<file path="src/hdl/skld_pkg.sv">
// Shared constants, codes and item types for the substitution key block.
package skld_pkg;

   localparam int ALPHABET_SIZE = 26;
   localparam int IDX_W = (ALPHABET_SIZE > 1) ? $clog2(ALPHABET_SIZE) : 1;
   localparam int CNT_W = $clog2(ALPHABET_SIZE + 1);
   localparam logic [7:0] LETTER_BASE = 8'h41;

   localparam logic [1:0] OP_CLEAR = 2'd0;
   localparam logic [1:0] OP_LEARN = 2'd1;
   localparam logic [1:0] OP_TRANSLATE = 2'd2;

   typedef struct packed {
      logic [1:0] opcode;
      logic [7:0] plain_byte;
      logic [7:0] cipher_byte;
   } req_item_type;

   typedef struct packed {
      logic [7:0] out_byte;
      logic       failed;
      logic       key_complete;
   } rsp_item_type;

   typedef struct packed {
      logic [CNT_W-1:0] set_count;
      logic             conflict_flag;
      logic             duplicate_flag;
      logic             clear_take;
   } key_status_type;

endpackage

</file>
<file path="src/hdl/skld_channels.sv">
// Request and response channel interfaces.
interface skld_req_if;
   logic       valid;
   logic       ready;
   logic [1:0] opcode;
   logic [7:0] plain_byte;
   logic [7:0] cipher_byte;

   modport source (output valid, output opcode, output plain_byte, output cipher_byte,
                   input ready);
   modport sink (input valid, input opcode, input plain_byte, input cipher_byte,
                 output ready);
endinterface

interface skld_rsp_if;
   logic       valid;
   logic       ready;
   logic [7:0] out_byte;
   logic       failed;
   logic       key_complete;

   modport source (output valid, output out_byte, output failed, output key_complete,
                   input ready);
   modport sink (input valid, input out_byte, input failed, input key_complete,
                 output ready);
endinterface

</file>
<file path="src/hdl/skld_in_stage.sv">
// Input register stage: captures one request and holds it until the core takes it.
module skld_in_stage (
   input  logic                  clock,
   input  logic                  reset,
   skld_req_if.sink              req,
   input  logic                  advance,
   output logic                  stage_valid,
   output skld_pkg::req_item_type stage_item
);

   logic                   stage_valid_ff;
   logic                   stage_valid_in;
   skld_pkg::req_item_type stage_item_ff;
   logic                   take;

   assign req.ready = !stage_valid_ff || advance;
   assign take = req.valid && req.ready;

   always_comb begin
      stage_valid_in = stage_valid_ff;
      if (take) begin
         stage_valid_in = 1'b1;
      end else if (advance) begin
         stage_valid_in = 1'b0;
      end
   end

   always_ff @(posedge clock) begin
      if (reset) begin
         stage_valid_ff <= 1'b0;
      end else begin
         stage_valid_ff <= stage_valid_in;
      end
   end

   always_ff @(posedge clock) begin
      if (take) begin
         stage_item_ff <= '{opcode: req.opcode, plain_byte: req.plain_byte,
                            cipher_byte: req.cipher_byte};
      end
   end

   assign stage_valid = stage_valid_ff;
   assign stage_item = stage_item_ff;

endmodule

</file>
<file path="src/hdl/skld_core.sv">
// Key state, learn/translate logic and the result register.
module skld_core (
   input  logic                    clock,
   input  logic                    reset,
   input  logic                    stage_valid,
   input  skld_pkg::req_item_type  stage_item,
   output logic                    advance,
   output skld_pkg::key_status_type status,
   skld_rsp_if.source              rsp
);

   logic [7:0]                   key_table_ff [skld_pkg::ALPHABET_SIZE];
   logic [skld_pkg::ALPHABET_SIZE-1:0] entry_set_ff;
   logic [skld_pkg::ALPHABET_SIZE-1:0] entry_set_in;
   logic                         conflict_ff;
   logic                         conflict_in;
   logic                         duplicate_ff;
   logic                         duplicate_in;
   logic [skld_pkg::CNT_W-1:0]   count_ff;
   logic [skld_pkg::CNT_W-1:0]   count_in;
   logic                         rsp_valid_ff;
   logic                         rsp_valid_in;
   skld_pkg::rsp_item_type       rsp_item_ff;
   skld_pkg::rsp_item_type       rsp_item_in;

   logic                         fire;
   logic [7:0]                   diff;
   logic                         is_letter;
   logic [skld_pkg::IDX_W-1:0]   idx;
   logic                         entry_hit;
   logic [7:0]                   key_rd;
   logic                         learn_new;
   logic                         cipher_taken;
   logic                         complete;
   logic                         fail;

   assign advance = !rsp_valid_ff || rsp.ready;
   assign fire = stage_valid && advance;

   assign diff = stage_item.plain_byte - skld_pkg::LETTER_BASE;
   assign is_letter = (stage_item.plain_byte >= skld_pkg::LETTER_BASE)
                      && (diff < 8'(skld_pkg::ALPHABET_SIZE));
   assign idx = diff[skld_pkg::IDX_W-1:0];
   assign entry_hit = is_letter && entry_set_ff[idx];
   assign key_rd = is_letter ? key_table_ff[idx] : 8'h00;
   assign learn_new = fire && (stage_item.opcode == skld_pkg::OP_LEARN)
                      && is_letter && !entry_set_ff[idx];

   // A cipher byte is taken when some mapped letter already holds it.
   always_comb begin
      cipher_taken = 1'b0;
      for (int j = 0; j < skld_pkg::ALPHABET_SIZE; j++) begin
         if (entry_set_ff[j] && (key_table_ff[j] == stage_item.cipher_byte)) begin
            cipher_taken = 1'b1;
         end
      end
   end

   always_comb begin
      entry_set_in = entry_set_ff;
      conflict_in = conflict_ff;
      duplicate_in = duplicate_ff;
      count_in = count_ff;
      rsp_valid_in = rsp_valid_ff;
      rsp_item_in = rsp_item_ff;
      complete = 1'b0;
      fail = 1'b0;

      if (fire && (stage_item.opcode == skld_pkg::OP_CLEAR)) begin
         entry_set_in = '0;
         conflict_in = 1'b0;
         duplicate_in = 1'b0;
         count_in = '0;
      end else if (learn_new) begin
         if (cipher_taken) begin
            duplicate_in = 1'b1;
         end
         entry_set_in[idx] = 1'b1;
         count_in = count_ff + 1'b1;
      end else if (fire && (stage_item.opcode == skld_pkg::OP_LEARN) && entry_hit
                   && (key_rd != stage_item.cipher_byte)) begin
         conflict_in = 1'b1;
      end

      complete = (count_in == skld_pkg::CNT_W'(skld_pkg::ALPHABET_SIZE));
      fail = conflict_in || duplicate_in;

      if (fire) begin
         rsp_valid_in = 1'b1;
         rsp_item_in.out_byte = 8'h00;
         rsp_item_in.key_complete = complete;
         rsp_item_in.failed = fail;
         if (stage_item.opcode == skld_pkg::OP_TRANSLATE) begin
            if (!complete || fail) begin
               rsp_item_in.failed = 1'b1;
            end else begin
               rsp_item_in.out_byte = is_letter ? key_rd : stage_item.plain_byte;
            end
         end
      end else if (rsp.ready) begin
         rsp_valid_in = 1'b0;
      end
   end

   always_ff @(posedge clock) begin
      if (reset) begin
         entry_set_ff <= '0;
         conflict_ff <= 1'b0;
         duplicate_ff <= 1'b0;
         count_ff <= '0;
         rsp_valid_ff <= 1'b0;
      end else begin
         entry_set_ff <= entry_set_in;
         conflict_ff <= conflict_in;
         duplicate_ff <= duplicate_in;
         count_ff <= count_in;
         rsp_valid_ff <= rsp_valid_in;
      end
   end

   // Payload only: key entries are used solely where entry_set marks them written.
   always_ff @(posedge clock) begin
      rsp_item_ff <= rsp_item_in;
      if (learn_new) begin
         key_table_ff[idx] <= stage_item.cipher_byte;
      end
   end

   assign rsp.valid = rsp_valid_ff;
   assign rsp.out_byte = rsp_item_ff.out_byte;
   assign rsp.failed = rsp_item_ff.failed;
   assign rsp.key_complete = rsp_item_ff.key_complete;

   assign status = '{set_count: count_ff, conflict_flag: conflict_ff,
                     duplicate_flag: duplicate_ff,
                     clear_take: fire && (stage_item.opcode == skld_pkg::OP_CLEAR)};

endmodule

</file>
<file path="src/hdl/substitution_key_learn_and_decode_top.sv">
// A request is captured in the input register; its response is held in the response register.
// Throughput: one request per cycle while rsp.ready holds; the key lookup and the
// used-byte compare against all mapped letters sit in one stage between the input register
// and the response register. Reset (synchronous, active high) empties the key marks, the
// set count and both sticky flags at once; no clearing pass follows.
module substitution_key_learn_and_decode_top (
   input  logic      clock,
   input  logic      reset,
   skld_req_if.sink  req,
   skld_rsp_if.source rsp
);

   logic                     advance;
   logic                     stage_valid;
   skld_pkg::req_item_type   stage_item;
   skld_pkg::key_status_type status;

   skld_in_stage u_in_stage (
      .clock       (clock),
      .reset       (reset),
      .req         (req),
      .advance     (advance),
      .stage_valid (stage_valid),
      .stage_item  (stage_item)
   );

   skld_core u_core (
      .clock       (clock),
      .reset       (reset),
      .stage_valid (stage_valid),
      .stage_item  (stage_item),
      .advance     (advance),
      .status      (status),
      .rsp         (rsp)
   );

   a_count_range: assert property (@(posedge clock) disable iff (reset)
      status.set_count <= skld_pkg::CNT_W'(skld_pkg::ALPHABET_SIZE))
      else $error("set count beyond alphabet size");

   a_byte_means_success: assert property (@(posedge clock) disable iff (reset)
      rsp.valid && (rsp.out_byte != 8'h00) |-> !rsp.failed && rsp.key_complete)
      else $error("nonzero response byte without a complete, clean key");

   a_dup_sticky: assert property (@(posedge clock) disable iff (reset)
      status.duplicate_flag && !status.clear_take |=> status.duplicate_flag)
      else $error("duplicate flag dropped without a clear");

   a_conflict_sticky: assert property (@(posedge clock) disable iff (reset)
      status.conflict_flag && !status.clear_take |=> status.conflict_flag)
      else $error("conflict flag dropped without a clear");

endmodule
</file>
<file path="src/flat_wrapper.sv">
// flat-port wrapper written by rule: the top's interface ports become plain ports
module substitution_key_learn_and_decode_top_flat 
  (clock, reset, req_valid, req_opcode, req_plain_byte, req_cipher_byte, req_ready, rsp_valid, rsp_out_byte, rsp_failed, rsp_key_complete, rsp_ready);
  skld_req_if req_i ();
  skld_rsp_if rsp_i ();
  input  logic clock;
  input  logic reset;
  input wire logic [$bits(req_i.valid)-1:0] req_valid;
  input wire logic [$bits(req_i.opcode)-1:0] req_opcode;
  input wire logic [$bits(req_i.plain_byte)-1:0] req_plain_byte;
  input wire logic [$bits(req_i.cipher_byte)-1:0] req_cipher_byte;
  output wire logic [$bits(req_i.ready)-1:0] req_ready;
  output wire logic [$bits(rsp_i.valid)-1:0] rsp_valid;
  output wire logic [$bits(rsp_i.out_byte)-1:0] rsp_out_byte;
  output wire logic [$bits(rsp_i.failed)-1:0] rsp_failed;
  output wire logic [$bits(rsp_i.key_complete)-1:0] rsp_key_complete;
  input wire logic [$bits(rsp_i.ready)-1:0] rsp_ready;
  assign req_i.valid = req_valid;
  assign req_i.opcode = req_opcode;
  assign req_i.plain_byte = req_plain_byte;
  assign req_i.cipher_byte = req_cipher_byte;
  assign req_ready = req_i.ready;
  assign rsp_valid = rsp_i.valid;
  assign rsp_out_byte = rsp_i.out_byte;
  assign rsp_failed = rsp_i.failed;
  assign rsp_key_complete = rsp_i.key_complete;
  assign rsp_i.ready = rsp_ready;
  substitution_key_learn_and_decode_top u_core (.clock(clock), .reset(reset), .req(req_i), .rsp(rsp_i));
endmodule
</file>
<file path="config.mk">
export PLATFORM = sky130hd
export DESIGN_NAME = substitution_key_learn_and_decode_top_flat
export DESIGN_NICKNAME = d
export VERILOG_FILES = /design/src/hdl/skld_pkg.sv /design/src/hdl/skld_channels.sv /design/src/hdl/skld_in_stage.sv /design/src/hdl/skld_core.sv /design/src/hdl/substitution_key_learn_and_decode_top.sv /design/src/flat_wrapper.sv
export SDC_FILE = /design/constraint.sdc
export NUM_CORES = 1
export LEC_CHECK = 0
export BUFFER_PORTS_ARGS = -buffer_cell sky130_fd_sc_hd__clkbuf_2
export CAP_MARGIN = 10
export CORE_MARGIN = 3
export CORE_UTILIZATION = 60
export CTS_CLUSTER_SIZE = 14
export DETAILED_ROUTE_END_ITERATION = 16
export PLACE_DENSITY = 0.82
export SLEW_MARGIN = 20
export SYNTH_ARGS = -nofsm -noshare
export SYNTH_HDL_FRONTEND = slang
export SYNTH_SLANG_ARGS = --single-unit
</file>
<file path="constraint.sdc">
create_clock -name clock -period 4.8 [get_ports clock]
set_input_delay 0.24 -clock clock [delete_from_list [all_inputs] [get_ports clock]]
set_output_delay 0.24 -clock clock [all_outputs]
set_load 0.005 [all_outputs]
</file>
# Word-level counts from Yosys, hierarchy flattened
# Memory sizes are Yosys's and may differ from the RTL's.
# Cells that the tools add are included.
[op_classes]
reduce_logical = 50
addsub = 2
mul = 0
order_cmp = 4
shift = 0
eq_ne = 30
bitwise = 2
n_mux = 48
div_mod_pow = 0
[ops]
columns = ["op", "n"]
rows = [
  ["$eq 8x8->1", 26],
  ["$mux 1", 42],
  ["$logic_and 1x1->1", 37],
  ["$or 26x26->26", 1],
  ["$mux 8", 2],
  ["$mux 5", 2],
  ["$ge 8x7->1 const B", 1],
  ["$lt 8x5->1 const B", 1],
  ["$ne 8x8->1", 1],
  ["$sub 8x7->8 const B", 1],
  ["$lt 5x6->1 const B", 1],
  ["$add 5x1->5 const B", 1],
  ["$bmux 1 s5", 1],
  ["$demux 1 s5", 1],
  ["$eq 5x5->1 const B", 1],
  ["$ge 5x1->1 const B", 1],
  ["$logic_not 1->1", 4],
  ["$logic_or 1x1->1", 4],
  ["$reduce_bool 2->1", 2],
  ["$reduce_or 2->1", 2],
  ["$eq 2x1->1 const B", 1],
  ["$eq 2x2->1 const B", 1],
  ["$logic_not 2->1", 1],
  ["$not 1->1", 1],
]
[totals]
input_bits = 22
regBits = 63
latch_bits = 0
out_inout_bits = 12
mem_count = 1
ram_bits = 208
word_cells = 149
rom_bits = 0
[mem_list]
columns = ["memory", "depth", "width", "rd", "rd_clocked_by_memory_dff", "wr", "line", "text"]
rows = [
  ["u_core.u_core.key_table_ff", 26, 8, 27, 0, 1, "skld_core.sv:12", "logic [7:0] key_table_ff [skld_pkg::ALPHABET_SIZE];"],
]

# Longest topological paths before layout
# Gate-level depths: netlist of the first run.
# An unclocked memory read counts as a cell.
[depth]
word_depth = 36
mapped_depth = 18
ltp_nobuf = 12

# Modules after synthesis
# A second synthesis of the first run with hierarchy kept.
[unflattened]
hier_cells = 1112
hier_area_um2 = 15513.6
[by_module_without_submodules]
columns = ["mod", "seq_area_each_um2", "area_per_inst_um2", "instances", "cells_each"]
rows = [
  ["skld_core", 8668.3, 14918.1, 1, 1089],
  ["skld_in_stage", 560.5, 595.6, 1, 23],
]

# Worst setup path before layout of the first run
# OpenSTA, ideal clock, no wires.
[synth_timing]
path_kind = "flip-flop to flip-flop"
startpoint = "reg u_core.u_in_stage.stage_item_ff (netlist bit u_core.u_in_stage.stage_item[8])"
endpoint = "reg u_core.u_core.rsp_item_ff (netlist bit u_core.u_core.rsp.failed) (data pin)"
synth_period_minus_slack_ns = 4.091
path_slack_ns = 0.709
arrival_time_ns = 3.816
setup_ns = 0.275
t_required_ns = 4.525
n_path_buf = 8
path_stages_with_launch = 18
cell_sequence = "edfxtp_1 > buf_6 > buf_6 > buf_6 > inv_1 > ha_1 > buf_2 > buf_2 > buf_2 > clkbuf_1 > buf_2 > mux4_2 > a221oi_1 > a31oi_1 > xnor2_1 > a31oi_1 > nor3_1 > a31oi_1"
[synth_via]
elab_chain_cells = 13
word_cells_on_any_way = 28
classes_between = "1 x add/sub; 2 x order compare; 2 x eq/ne; 12 x mux; 10 x reduce/logical; 1 x memory"
[synth_rtl]
columns = ["element", "line", "text"]
rows = [
  ["from (decl)", "skld_in_stage.sv:13", "skld_pkg::req_item_type stage_item_ff;"],
  ["from (signal assigned)", "skld_in_stage.sv:38", "stage_item_ff <= '{opcode: req.opcode, plain_byte: req.plain_byte,"],
  ["$sub 8x7->8", "skld_core.sv:40", "assign diff = stage_item.plain_byte - skld_pkg::LETTER_BASE;"],
  ["$lt 8x5->1 / $bmux 1 s5 (equally long branches)", "skld_core.sv:42, skld_core.sv:44, skld_core.sv:47", ""],
  ["$logic_and 1x1->1 / $mux 1 (equally long branches)", "skld_core.sv:42, skld_core.sv:44, skld_core.sv:47", ""],
  ["$mux 8 / $logic_and 1x1->1 (equally long branches)", "skld_core.sv:45, skld_core.sv:44", ""],
  ["$ne 8x8->1 / $logic_and 1x1->1 (equally long branches)", "skld_core.sv:81, skld_core.sv:80", ""],
  ["$logic_and 1x1->1", "skld_core.sv:81", "&& (key_rd != stage_item.cipher_byte)) begin"],
  ["$mux 1", "skld_core.sv:80", "end else if (fire && (stage_item.opcode == skld_pkg::OP_LEARN) && entry_hit"],
  ["$mux 1", "skld_core.sv:74", "end else if (learn_new) begin"],
  ["$mux 1", "skld_core.sv:69", "if (fire && (stage_item.opcode == skld_pkg::OP_CLEAR)) begin"],
  ["$logic_or 1x1->1", "skld_core.sv:86", "fail = conflict_in || duplicate_in;"],
  ["$logic_or 1x1->1", "skld_core.sv:94", "if (!complete || fail) begin"],
  ["$mux 1", "skld_core.sv:94", ""],
  ["$mux 1 (*)", "skld_core.sv:93", "if (stage_item.opcode == skld_pkg::OP_TRANSLATE) begin"],
  ["to (signal assigned)", "skld_core.sv:123", "rsp_item_ff <= rsp_item_in;"],
  ["to (decl)", "skld_core.sv:23", "skld_pkg::rsp_item_type rsp_item_ff;"],
]
# Mark *: on every way between the ends. The rest lies on a longest branch, timed or not. The select of a mux whose other input is x is not followed.
# A chain may end at the register's enable or synchronous reset.

# Final worst setup path of the first run
[layout_timing]
startpoint = "reg u_core.u_in_stage.stage_item_ff (netlist bit u_core.u_in_stage.stage_item[2])"
endpoint = "reg u_core.u_core.rsp_item_ff (netlist bit u_core.u_core.rsp.out_byte[3]) (data pin)"
[layout_via]
elab_chain_cells = 34
word_cells_on_any_way = 89
classes_between = "27 x eq/ne; 32 x mux; 30 x reduce/logical"
[layout_rtl]
columns = ["element", "line", "text"]
rows = [
  ["$eq 8x8->1", "skld_core.sv:53", "if (entry_set_ff[j] && (key_table_ff[j] == stage_item.cipher_byte)) begin"],
  ["$logic_and 1x1->1", "skld_core.sv:53", ""],
  ["$mux 1 (26 in a row)", "skld_core.sv:53", ""],
  ["$mux 1", "skld_core.sv:75", "if (cipher_taken) begin"],
  ["$mux 1", "skld_core.sv:74", ""],
  ["$mux 1", "skld_core.sv:69", ""],
  ["$logic_or 1x1->1 (*)", "skld_core.sv:86", ""],
  ["$logic_or 1x1->1 (*)", "skld_core.sv:94", ""],
  ["$reduce_or 2->1 (no line) (*)", "--", ""],
]
# Mark *: on every way between the ends. The rest lies on a longest branch, timed or not.

==> run summary, run 1 <==
GRT Resource Usage Total -> 0.2764
Clock Skews -> 0.01352 ns
Post-synthesis adder-cell area fraction -> 0.004810
Post-synth top cells -> edfxtp_1, xor2_1, nor2_1
End of the critical path -> u_core.u_core.rsp.out_byte[3]
Setup violators final -> 0
CTS tree -> yes
Row cnt -> 58
Vias -> 9753
Layout Cells excl Fill -> 1555
Die Area -> 27980 sq um
Leakage -> 6.022 nW
P&R area growth vs syn -> 13.48%
CTS buffer count -> 35
Gpl congestion -> 0.9270
Utilization after layout -> 0.6972
Synthesis-stage register bit count -> 319
ANT cells -> 0
RSZ-0062 raised after global routing -> false
Detail Placement HPWL -> 26.25 mm
H-tree lvl count -> 2
Gr ovfl total -> 0
Cells after Synth -> 1095
Final min period -> 4.436 ns
Compound-Gate Fraction of Synth Area -> 0.04642
Peak supply drop -> 0.2927 mV
Synth unique cells -> 76
Total wire length -> 38.83 mm
Die height -> 167.3 um
Post-synthesis xor/xnor area fraction -> 0.1264
Post-synthesis sequential area ratio -> 0.5914
R2R Setup Slk -> 0.36 ns
Clk slew on worst S/H paths -> 0.06 ns
Crit end category -> flop
Outcome -> completed
Hold Vio Cnt, Final -> 0
CP required -> 5.13 ns
Layout cells sized above 1 -> 0.1763
Post-synth EDFFs -> 284
Largest family of logic cells by synthesized area -> XOR/XNOR gates
Vias in the first global route -> 9677
Chip Width -> 167.3 um
Slew margin rel. -> 0.2806
Clock sink count -> 319
Largest net degree at the start of global routing -> 75
Via-per-instance ratio -> 6.272
Synth top area cells -> edfxtp_1, xor2_1, mux4_2
Core ar. -> 25400 sq um
Total setup buffers inserted after CTS -> 0
Async SR Flop Fraction -> 0
Placed Cells -> 1473
FMAX -> 225.4 MHz
Area fraction of the dominant cell type after synthesis -> 0.5465
Portion of netlist area occupied by mux cells -> 0.1022
Mapped cell area -> 15610 sq um
DR DRC count -> 0
Fin. max-slew vios -> 0
Most common cell in the netlist -> edfxtp_1
Setup TNS -> 0 ns
R2R cell count -> 11
Detailed-route wire length per cell -> 24.97 um
Simple-gate portion of the synthesized area -> 0.1061
IO Port Bufs -> 33
Worst-Margin Slew -> 1.079 ns
Max Root-Sink Buffers -> 3
Total power -> 6.325 mW
Initial Utilization -> 0.6144
Worst setup path startpoint -> u_core.u_in_stage.stage_item[2]
Min-Delay Path Class -> in -> reg
CP max FO -> 20
Placed Area -> 16360 sq um
DRT Pass-1 Iters -> 7
WS Path Type -> reg -> reg
Fill cells -> 1654
Beginning of the worst register-to-register path -> u_core.u_in_stage.stage_item[2]
Yosys top cell by area -> edfxtp_1
Synth Flop Type -> edfxtp_1
Max Cap Violations -> 0
Worst EP arrival -> 4.76 ns
Number of synthesis warnings -> 0
Reg2Reg Capture Point -> u_core.u_core.rsp.out_byte[3]
First-pass GRT wire length -> 58.81 mm
Initial antenna violation count -> 0
Final instance area -> 17710 sq um
DRT iter0 DRCs -> 1293
Root Driver -> clkbuf_16
Final Cycle Share -> 0.9243
Antenna Nets Post-Route -> 0
Worst-skew pair later-pin latency -> 0.51 ns
Power per cell area -> 357.2 nW/um^2
Post-layout net count -> 1228
Ports -> 34
Type of origin of the critical path -> flop
Post-synthesis average cell area -> 14.25 sq um
[worst min-delay path by stage]
stage,slack [ns],start,cells after the start,end
2_1_floorplan,0.31,reset,1,u_core.u_core.rsp.valid
3_3_place_gp,0.42,req_cipher_byte[1],1,u_core.u_in_stage.stage_item[1]
3_5_place_dp,0.42,req_plain_byte[7],1,u_core.u_in_stage.stage_item[15]
4_1_cts,0.04,rsp_ready,4,u_core.u_core.rsp.valid
5_1_grt,0.08,rsp_ready,4,u_core.u_core.rsp.valid
6_report,0.06,rsp_ready,4,u_core.u_core.rsp.valid
[power by group]
group | switching, mW | total (mW) | internal, mW | leakage [nW]
clock | 1.04 | 2.68 | 1.64 | 0.553
combinational | 0.334 | 0.559 | 0.224 | 2.60
sequential | 0.0292 | 3.08 | 3.05 | 2.87
total | 1.41 | 6.33 | 4.92 | 6.02
[logic make-up (layout without fill, tap and decap cells)]
kind of cell	after synthesis	in the layout
flops	319	319
simple gates	313	313
xor+xnor	221	221
compound gates	92	92
mux	80	80
buf+inv	63	162
fa+ha+maj	6	6
other cells	1	32
[critical path, cell delays in order, from the launching register on]
cell and delay, ns:
edfxtp_1 1.06, buf_4 0.30, xor2_1 0.17, nor4_1 0.06, nand4_1 0.09, o21ai_1 0.09, or4_1 0.58, nor4_1 0.27
or4b_1 0.45, a21oi_1 0.38, nand4bb_1 0.44, a211oi_2 0.36
[per-stage QoR]
stage	hold WS, ns	setup slack [ns]
6_report	0.06401	0.3636
3_3_place_gp	0.4171	0.4640
3_5_place_dp	0.4187	0.3736
5_1_grt	0.08351	0.1576
2_1_floorplan	0.3124	0.7092
4_1_cts	0.03970	0.2999
[flip-flops by register name, summed over array words and instances, names as in the netlist, 5 cells and up]
| name | flops |
|---|---|
| u_core.u_core.key_table_ff | 256 |
| u_core.u_core.entry_set_ff | 26 |
| u_core.u_core.rsp.out_byte | 8 |
| u_core.u_in_stage.stage_item | 18 |
| u_core.u_core.count_ff | 5 |
[repair_timing]
item,CTS,global route
gates resized for setup,0,2
setup endpoints to repair,0,19
hold endpoints to repair,20,0
hold buffers,20,0
[cells in the final DEF (no fill, tap or decap), types with 4 or more instances in the layout]
cell type,Yosys,final
edfxtp_1,284,284
xor2_1,180,180
nor2_1,103,102
mux4_2,60,60
nand2_1,42,42
xnor2_1,39,39
clkbuf_16,0,37
buf_4,13,37
dfxtp_1,35,35
nor4_1,34,34
clkbuf_2,0,33
conb_1,1,32
a21oi_1,29,29
nand4_1,28,28
nor2b_1,26,26
nor3_1,25,25
dlygate4sd3_1,0,20
clkbuf_1,9,15
nand3_1,12,12
nand2b_1,11,11
mux2i_1,9,9
mux2_2,9,9
o21ai_0,6,6
a211oi_1,6,6
and2_1,5,5
inv_1,5,5
a31oi_1,5,5
buf_12,0,5
o22ai_1,4,4
ha_1,6,4
clkbuf_8,0,4
[metal layers]
| layer | vias to the layer above | track usage | routed length (um) |
|---|---|---|---|
| met1 | 4803 | 0.3881 | 15560 |
| met2 | 562 | 0.4336 | 18040 |
| met3 | 96 | 0.05902 | 3727 |
| li1 | 4292 | - | - |
| met4 | 0 | 0.1021 | 1500 |
| met5 | - | 0 | 0 |
[cell type report]
type,instances,area (sq um),area share
clock buffer,56,1037,0.05857
clock inverter,6,107.6,0.006076
inverter,5,18.77,0.001060
multi-input combinational,744,6161,0.3479
sequential,319,9229,0.5211
tap,330,412.9,0.02331
timing repair buffer,95,743.2,0.04197
Note: power is estimated with default switching activity, not from simulation.
==> inputs of run 2 (changes only) <==
--- a/config.mk
+++ b/config.mk
@@ -7,11 +7,13 @@
 export LEC_CHECK = 0
 export BUFFER_PORTS_ARGS = -buffer_cell sky130_fd_sc_hd__clkbuf_2
 export CAP_MARGIN = 10
+export CELL_PAD_IN_SITES_DETAIL_PLACEMENT = 0
+export CELL_PAD_IN_SITES_GLOBAL_PLACEMENT = 1
 export CORE_MARGIN = 3
-export CORE_UTILIZATION = 60
+export CORE_UTILIZATION = 53
 export CTS_CLUSTER_SIZE = 14
 export DETAILED_ROUTE_END_ITERATION = 16
-export PLACE_DENSITY = 0.82
+export PLACE_DENSITY = 0.85
 export SLEW_MARGIN = 20
 export SYNTH_ARGS = -nofsm -noshare
 export SYNTH_HDL_FRONTEND = slang
==> run 2 against run 1 <==
Fmax decreased by 2.1%. Worst setup slack got worse by 0.097 ns. Global-route usage down 1.5 points. First-iteration DRC count decreased by 14%. Via count rose by 0.46%. Sequential power barely moved. Power decreased by 1.5%. Design area up 0.79%. Non-clock buffer count up 16. Clock skew rose by 0.0031 ns. Critical path depth grew 1.
==> run summary, run 2 (synthesis results as in run 1) <==
WS Path Type -> reg -> reg
Final instance area -> 17850 sq um (+0.79%)
Vias in the first global route -> 9751 (+0.76%)
Hold_sp -> rsp_ready
Setup TNS -> 0 ns (unchanged)
Biggest register -> u_core.u_core.key_table_ff
H-tree lvl count -> 2 (unchanged)
Min-Delay Path Class -> in -> reg
Die height -> 177.6 um (+6.2%)
Crit end category -> flop
Ports -> 34 (unchanged)
Antenna Nets Post-Route -> 0 (unchanged)
Vias -> 9798 (+0.46%)
Worst EP arrival -> 4.88 ns (+0.12 ns)
CP max FO -> 35 (+75%)
Max Cap Violations -> 0 (unchanged)
Outcome -> completed
Power per cell area -> 348.9 nW/um^2 (-2.3%)
DRT iter0 DRCs -> 1110 (-14%)
Delay-heaviest family, CP -> simple AND/OR/NAND/NOR gates
Gr ovfl total -> 0 (unchanged)
Peak supply drop -> 0.2150 mV (-27%)
Met2 WL post-DR -> 19.44 mm (+7.7%)
DRT Pass-1 Iters -> 6 (-1)
Worst-Margin Slew -> 1.101 ns (+0.02212 ns)
Die Area -> 31540 sq um (+13%)
Hold Vio Cnt, Final -> 0 (unchanged)
Utilization after layout -> 0.6185 (-0.07870)
Via-per-instance ratio -> 6.022 (-4.0%)
Initial antenna violation count -> 0 (unchanged)
FMAX -> 220.6 MHz (-2.1%)
Gpl congestion -> 0.9517 (+2.7%)
Detail Placement HPWL -> 27.71 mm (+5.6%)
Met3 wire length -> 3.358 mm (-9.9%)
Final min period -> 4.533 ns (+0.09683 ns)
Clock Skews -> 0.01664 ns (+0.003128 ns)
Worst Path Buf+Inv -> 2 (+1)
RSZ-0062 raised after global routing -> false
CTS buffer count -> 35 (unchanged)
Total setup buffers inserted after CTS -> 0 (unchanged)
Final Cycle Share -> 0.9444 (+0.02017)
Layout Cells excl Fill -> 1627 (+4.6%)
Total wire length -> 40.78 mm (+5.0%)
Setup violators final -> 0 (unchanged)
Crit-path slowest cell -> ha_4
Wire length on met1 -> 16.99 mm (+9.2%)
Placed Area -> 16550 sq um (+1.1%)
Layout cells sized above 1 -> 0.1874 (+0.01112)
Beginning of the worst register-to-register path -> u_core.u_in_stage.stage_item[8]
Clk slew on worst S/H paths -> 0.07 ns (about the same)
CTS resizes -> 0 (unchanged)
Number of flip-flops in the largest register -> 256 (unchanged)
CP required -> 5.15 ns (+0.02 ns)
Most common cell after layout, fill and taps aside -> edfxtp_1
Fin. max-slew vios -> 0 (unchanged)
Root Driver -> clkbuf_16
Slowest stage delay, CP -> 0.66 ns (-0.40 ns)
P&R area growth vs syn -> 14.37%
IO Port Bufs -> 33 (unchanged)
Row cnt -> 62 (+6.9%)
Worst setup path startpoint -> u_core.u_in_stage.stage_item[8]
Slew margin rel. -> 0.2659 (-0.01475)
Detailed-route wire length per cell -> 25.06 um (+0.37%)
Chip Width -> 177.6 um (+6.2%)
First-pass GRT wire length -> 61.22 mm (+4.1%)
Top Metal Used -> met4
GRT Resource Usage Total -> 0.2609 (-0.01547)
Clock sink count -> 319 (unchanged)
ANT cells -> 0 (unchanged)
Post-layout net count -> 1244 (+1.3%)
Placed Cells -> 1543 (+4.8%)
Critical-path cell list -> inv_1 > buf_4 > ha_4 > mux4_2 > nor2b_1 > a211o_1 > nor3_4 > mux2i_1 > a41oi_1 > nor4_1 > nand4bb_1 > a211oi_2
Core ar. -> 28860 sq um (+14%)
Largest net degree at the start of global routing -> 75 (unchanged)
Most frequent cells in the layout -> edfxtp_1, xor2_1, nor2_1, mux4_2, buf_4
Initial Utilization -> 0.5408 (-0.07363)
Worst-skew pair later-pin latency -> 0.52 ns (about the same)
Leakage -> 6.099 nW (+1.3%)
Type of origin of the critical path -> flop
DR DRC count -> 0 (unchanged)
Max Root-Sink Buffers -> 3 (unchanged)
CTS tree -> yes
## run 2: changes by cell type in the layout (fill, tap and decap cells not counted)
cell / previous run / this run
bufinv_16: 3 / 0
clkbuf_16: 37 / 35
inv_8: 0 / 1
nor2_2: 1 / 0
clkinv_1: 0 / 3
clkbuf_1: 15 / 11
ha_2: 1 / 0
ha_1: 4 / 5
clkinv_2: 2 / 1
buf_4: 37 / 53
nor2_1: 102 / 103
clkbuf_8: 4 / 9
inv_6: 0 / 3
## run 2: worst paths after layout
path	endpoint	slack, ns	depth (start not counted)
max	u_core.u_core.rsp.out_byte[3]	0.27	12
min	u_core.u_core.rsp.valid	0.05	4
max reg2reg	u_core.u_core.rsp.out_byte[3]	0.27	12
min reg2reg	u_core.u_core.entry_set_ff[11]	0.50	2
## run 2: per-stage QoR
stage | worst slack [ns] | total power, mW | hold WS, ns
floorplan | 0.7092 | 3.508 | 0.3124
global placement | 0.5273 | 3.680 | 0.4181
detailed placement | 0.4131 | 3.687 | 0.4186
CTS | 0.3844 | 6.257 | 0.04191
global route | 0.04661 | 6.411 | 0.06326
finish | 0.2668 | 6.227 | 0.04938
## run 2: what timing repair did
action                                  CTS  global route
endpoints found under the setup margin    0             3
endpoints found under the hold margin    20             0
hold buffers                             20             0
## run 2: power by group
| part | leakage, nW | internal, mW | switching [mW] |
|---|---|---|---|
| sequential | 2.87 | 3.05 | 0.0276 |
| clock | 0.537 | 1.50 | 1.08 |
| combinational | 2.69 | 0.225 | 0.345 |
## run 2: routing by layer
| layer | vias to the layer above | track usage |
|---|---|---|
| met5 | - | 0 |
| met4 | 0 | 0.06283 |
| met3 | 70 | 0.04022 |
| met2 | 485 | 0.4191 |
| met1 | 4916 | 0.3779 |
| li1 | 4327 | - |
## run 2: layout make-up
type,count,area (sq um)
inverter,5,18.77
clock inverter,9,61.31
fill,2181,11010
multi-input combinational,744,6156
sequential,319,9229
timing repair buffer,111,863.3
tap,384,480.5
clock buffer,55,1041
## run 2: worst register-to-register path, cell delays in order (launching register included)
cell       delay (ns)
edfxtp_1         0.39
inv_1            0.13
buf_4            0.18
ha_4             0.66
mux4_2           0.41
nor2b_1          0.16
a211o_1          0.38
nor3_4           0.59
mux2i_1          0.29
a41oi_1          0.08
nor4_1           0.39
nand4bb_1        0.39
a211oi_2         0.31
==> inputs of run 3 (changes only) <==
--- a/config.mk
+++ b/config.mk
@@ -11,9 +11,11 @@
 export CELL_PAD_IN_SITES_GLOBAL_PLACEMENT = 1
 export CORE_MARGIN = 3
 export CORE_UTILIZATION = 53
+export CTS_CLUSTER_DIAMETER = 120
 export CTS_CLUSTER_SIZE = 14
 export DETAILED_ROUTE_END_ITERATION = 16
 export PLACE_DENSITY = 0.85
+export RECOVER_POWER = 50
 export SLEW_MARGIN = 20
 export SYNTH_ARGS = -nofsm -noshare
 export SYNTH_HDL_FRONTEND = slang
==> run 3 against run 2 <==
Register-to-register slack got worse by 0.03 ns. Fmax decreased by 0.58%. Global-route usage fell by 0.25 points. Sequential power barely moved. Largest cell class unchanged. First-iteration DRC count is 0.99% higher. The flow now finishes with violations (capacitance limit, slew limit). Power decreased by 9.3%. Non-clock buffer count stayed put. Clock power fell by 22%. Combinational power hardly changed. Largest power group unchanged. Core utilization is 1.3 points lower.
==> run summary, run 3 (synthesis results as in run 1) <==
Crit-path slowest cell -> edfxtp_1
Total wire length -> 40.61 mm (-0.40%)
Worst-Margin Slew -> 1.578 ns (+0.4763 ns)
Total setup buffers inserted after CTS -> 0 (unchanged)
H-tree lvl count -> 1 (-1)
DRT iter0 DRCs -> 1121 (+0.99%)
Crit end category -> flop
Slew margin rel. -> -0.05171 (-0.3176)
Via-per-instance ratio -> 6.104 (+1.4%)
Worst-skew pair later-pin latency -> 0.55 ns (+0.03 ns)
ANT cells -> 0 (unchanged)
Min-Delay Path Class -> in -> reg
Worst setup path startpoint -> u_core.u_in_stage.stage_item[0]
Most common cell after layout, fill and taps aside -> edfxtp_1
Vias -> 9833 (+0.36%)
Fin. max-slew vios -> 26 (+26)
Max Cap Violations -> 1 (+1)
CP dominant cell by count -> nor4_1
First-pass GRT wire length -> 60.95 mm (-0.45%)
Outcome -> finished, violations left
Die height -> 177.6 um (unchanged)
Detail Placement HPWL -> 27.71 mm (unchanged)
Row cnt -> 62 (unchanged)
CTS resizes -> 0 (unchanged)
Final min period -> 4.560 ns (+0.02638 ns)
Root Driver -> clkbuf_16
Hold Path Stages -> 4 (unchanged)
Gr ovfl total -> 0 (unchanged)
Gpl congestion -> 0.9517 (unchanged)
Layout cells sized above 1 -> 0.1597 (-0.02771)
Largest net degree at the start of global routing -> 75 (unchanged)
Biggest register -> u_core.u_core.key_table_ff
Type of origin of the critical path -> flop
Most frequent cells in the layout -> edfxtp_1, xor2_1, nor2_1, mux4_2, buf_4
Worst EP arrival -> 4.93 ns (+0.05 ns)
CTS buffer count -> 26 (-26%)
Clock Skews -> 0.01590 ns (-0.0007455 ns)
Post-layout net count -> 1235 (-0.72%)
Chip Width -> 177.6 um (unchanged)
Reg2Reg Capture Point -> u_core.u_core.rsp.out_byte[3]
Vias in the first global route -> 9654 (-0.99%)
IO Port Bufs -> 33 (unchanged)
Delay-heaviest family, CP -> simple AND/OR/NAND/NOR gates
Beginning of the worst register-to-register path -> u_core.u_in_stage.stage_item[0]
Clk slew on worst S/H paths -> 0.07 ns (about the same)
Die Area -> 31540 sq um (unchanged)
Setup TNS -> 0 ns (unchanged)
Slowest stage delay, CP -> 0.68 ns (+0.02 ns)
Antenna Nets Post-Route -> 0 (unchanged)
DRT Pass-1 Iters -> 5 (-1)
Setup violators final -> 0 (unchanged)
Fill cells -> 2220 (+1.8%)
Max Root-Sink Buffers -> 3 (unchanged)
Hold worst-path end -> u_core.u_core.rsp.valid
Failing checks -> capacitance limit, slew limit
Final instance area -> 17460 sq um (-2.2%)
GRT Resource Usage Total -> 0.2585 (-0.002482)
Initial Utilization -> 0.5408 (unchanged)
Core ar. -> 28860 sq um (unchanged)
Peak supply drop -> 0.2498 mV (+16%)
Total power -> 5.648 mW (-9.3%)
Critical-path cell list -> clkbuf_1 > xor2_1 > nor4_1 > nand4_1 > o41ai_1 > or4_1 > nor4_1 > or4b_1 > a21oi_1 > nand4bb_1 > a211oi_2
RSZ-0062 raised after global routing -> false
Hold Vio Cnt, Final -> 0 (unchanged)
R2R cell count -> 11 (-1)
R2R Setup Slk -> 0.24 ns (-0.03 ns)
Final Cycle Share -> 0.9499 (+0.005496)
Placed Area -> 16550 sq um (unchanged)
Clock sink count -> 319 (unchanged)
Initial antenna violation count -> 1 (+1)
CP max FO -> 15 (-57%)
CP required -> 5.17 ns (+0.02 ns)
FMAX -> 219.3 MHz (-0.58%)
Hold_sp -> rsp_ready
CTS tree -> yes
P&R area growth vs syn -> 11.91%
Worst Path Buf+Inv -> 1 (-1)
Detailed-route wire length per cell -> 25.21 um (+0.59%)
Leakage -> 5.873 nW (-3.7%)
Ports -> 34 (unchanged)
Power per cell area -> 323.4 nW/um^2 (-7.3%)
Utilization after layout -> 0.6052 (-0.01335)
WS Path Type -> reg -> reg
Number of flip-flops in the largest register -> 256 (unchanged)
DR DRC count -> 0 (unchanged)
==> run 3: changes by cell type in the layout (fill, tap and decap cells not counted) <==
cell,previous run,this run
clkbuf_16,35,27
clkbuf_8,9,0
clkinv_1,3,0
buf_4,53,45
inv_6,3,0
clkbuf_2,33,26
clkbuf_1,11,35
clkinvlp_4,1,0
inv_8,1,0
==> run 3: worst min-delay path: stages <==
cell and delay, ns:
clkbuf_2 0.08, nor2b_1 0.06, nor2_1 0.09, nor2_1 0.05
==> run 3: repair_timing <==
item / CTS / global route
hold buffers: 20 / 0
endpoints found under the setup margin: 0 / 3
hold endpoints to repair: 20 / 0
==> run 3: final cells by class <==
type | count | area [sq um] | area share
clock buffer | 47 | 750.7 | 0.04299
multi-input combinational | 744 | 6156 | 0.3525
tap | 384 | 480.5 | 0.02751
inverter | 5 | 18.77 | 0.001075
clock inverter | 1 | 5.005 | 0.0002866
timing repair buffer | 111 | 824.5 | 0.04721
sequential | 319 | 9229 | 0.5284
==> run 3: layer usage <==
layer | routed length [um] | global-route usage | vias to the layer above
li1 | - | - | 4302
met1 | 17400 | 0.3830 | 5010
met2 | 19080 | 0.4116 | 453
met3 | 3153 | 0.03124 | 66
met4 | 961 | 0.06315 | 2
met5 | 11 | 0 | -
==> run 3: where the power goes <==
part	internal, mW	switching, mW
registers	3.05	0.0274
clock network	1.05	0.952
logic	0.221	0.345
==> run 3: stage by stage <==
| step | instances | worst slack [ns] | hold WS (ns) |
|---|---|---|---|
| after floorplan | 1126 | 0.7092 | 0.3124 |
| after global placement | 1543 | 0.5273 | 0.4181 |
| after detailed placement | 1543 | 0.4131 | 0.4186 |
| after CTS | 1611 | 0.3616 | 0.01066 |
| after global routing | 1611 | 0.02401 | 0.03418 |
| final | 1611 | 0.2404 | 0.02152 |
==> run 3: worst max-delay path by stage <==
stage	to	cells past startpoint
after floorplan	u_core.u_core.rsp.failed	17
after global placement	u_core.u_core.rsp.out_byte[3]	12
after detailed placement	u_core.u_core.rsp.out_byte[3]	12
after CTS	u_core.u_core.rsp.out_byte[3]	12
after global routing	u_core.u_core.rsp.out_byte[3]	13
final	u_core.u_core.rsp.out_byte[3]	11
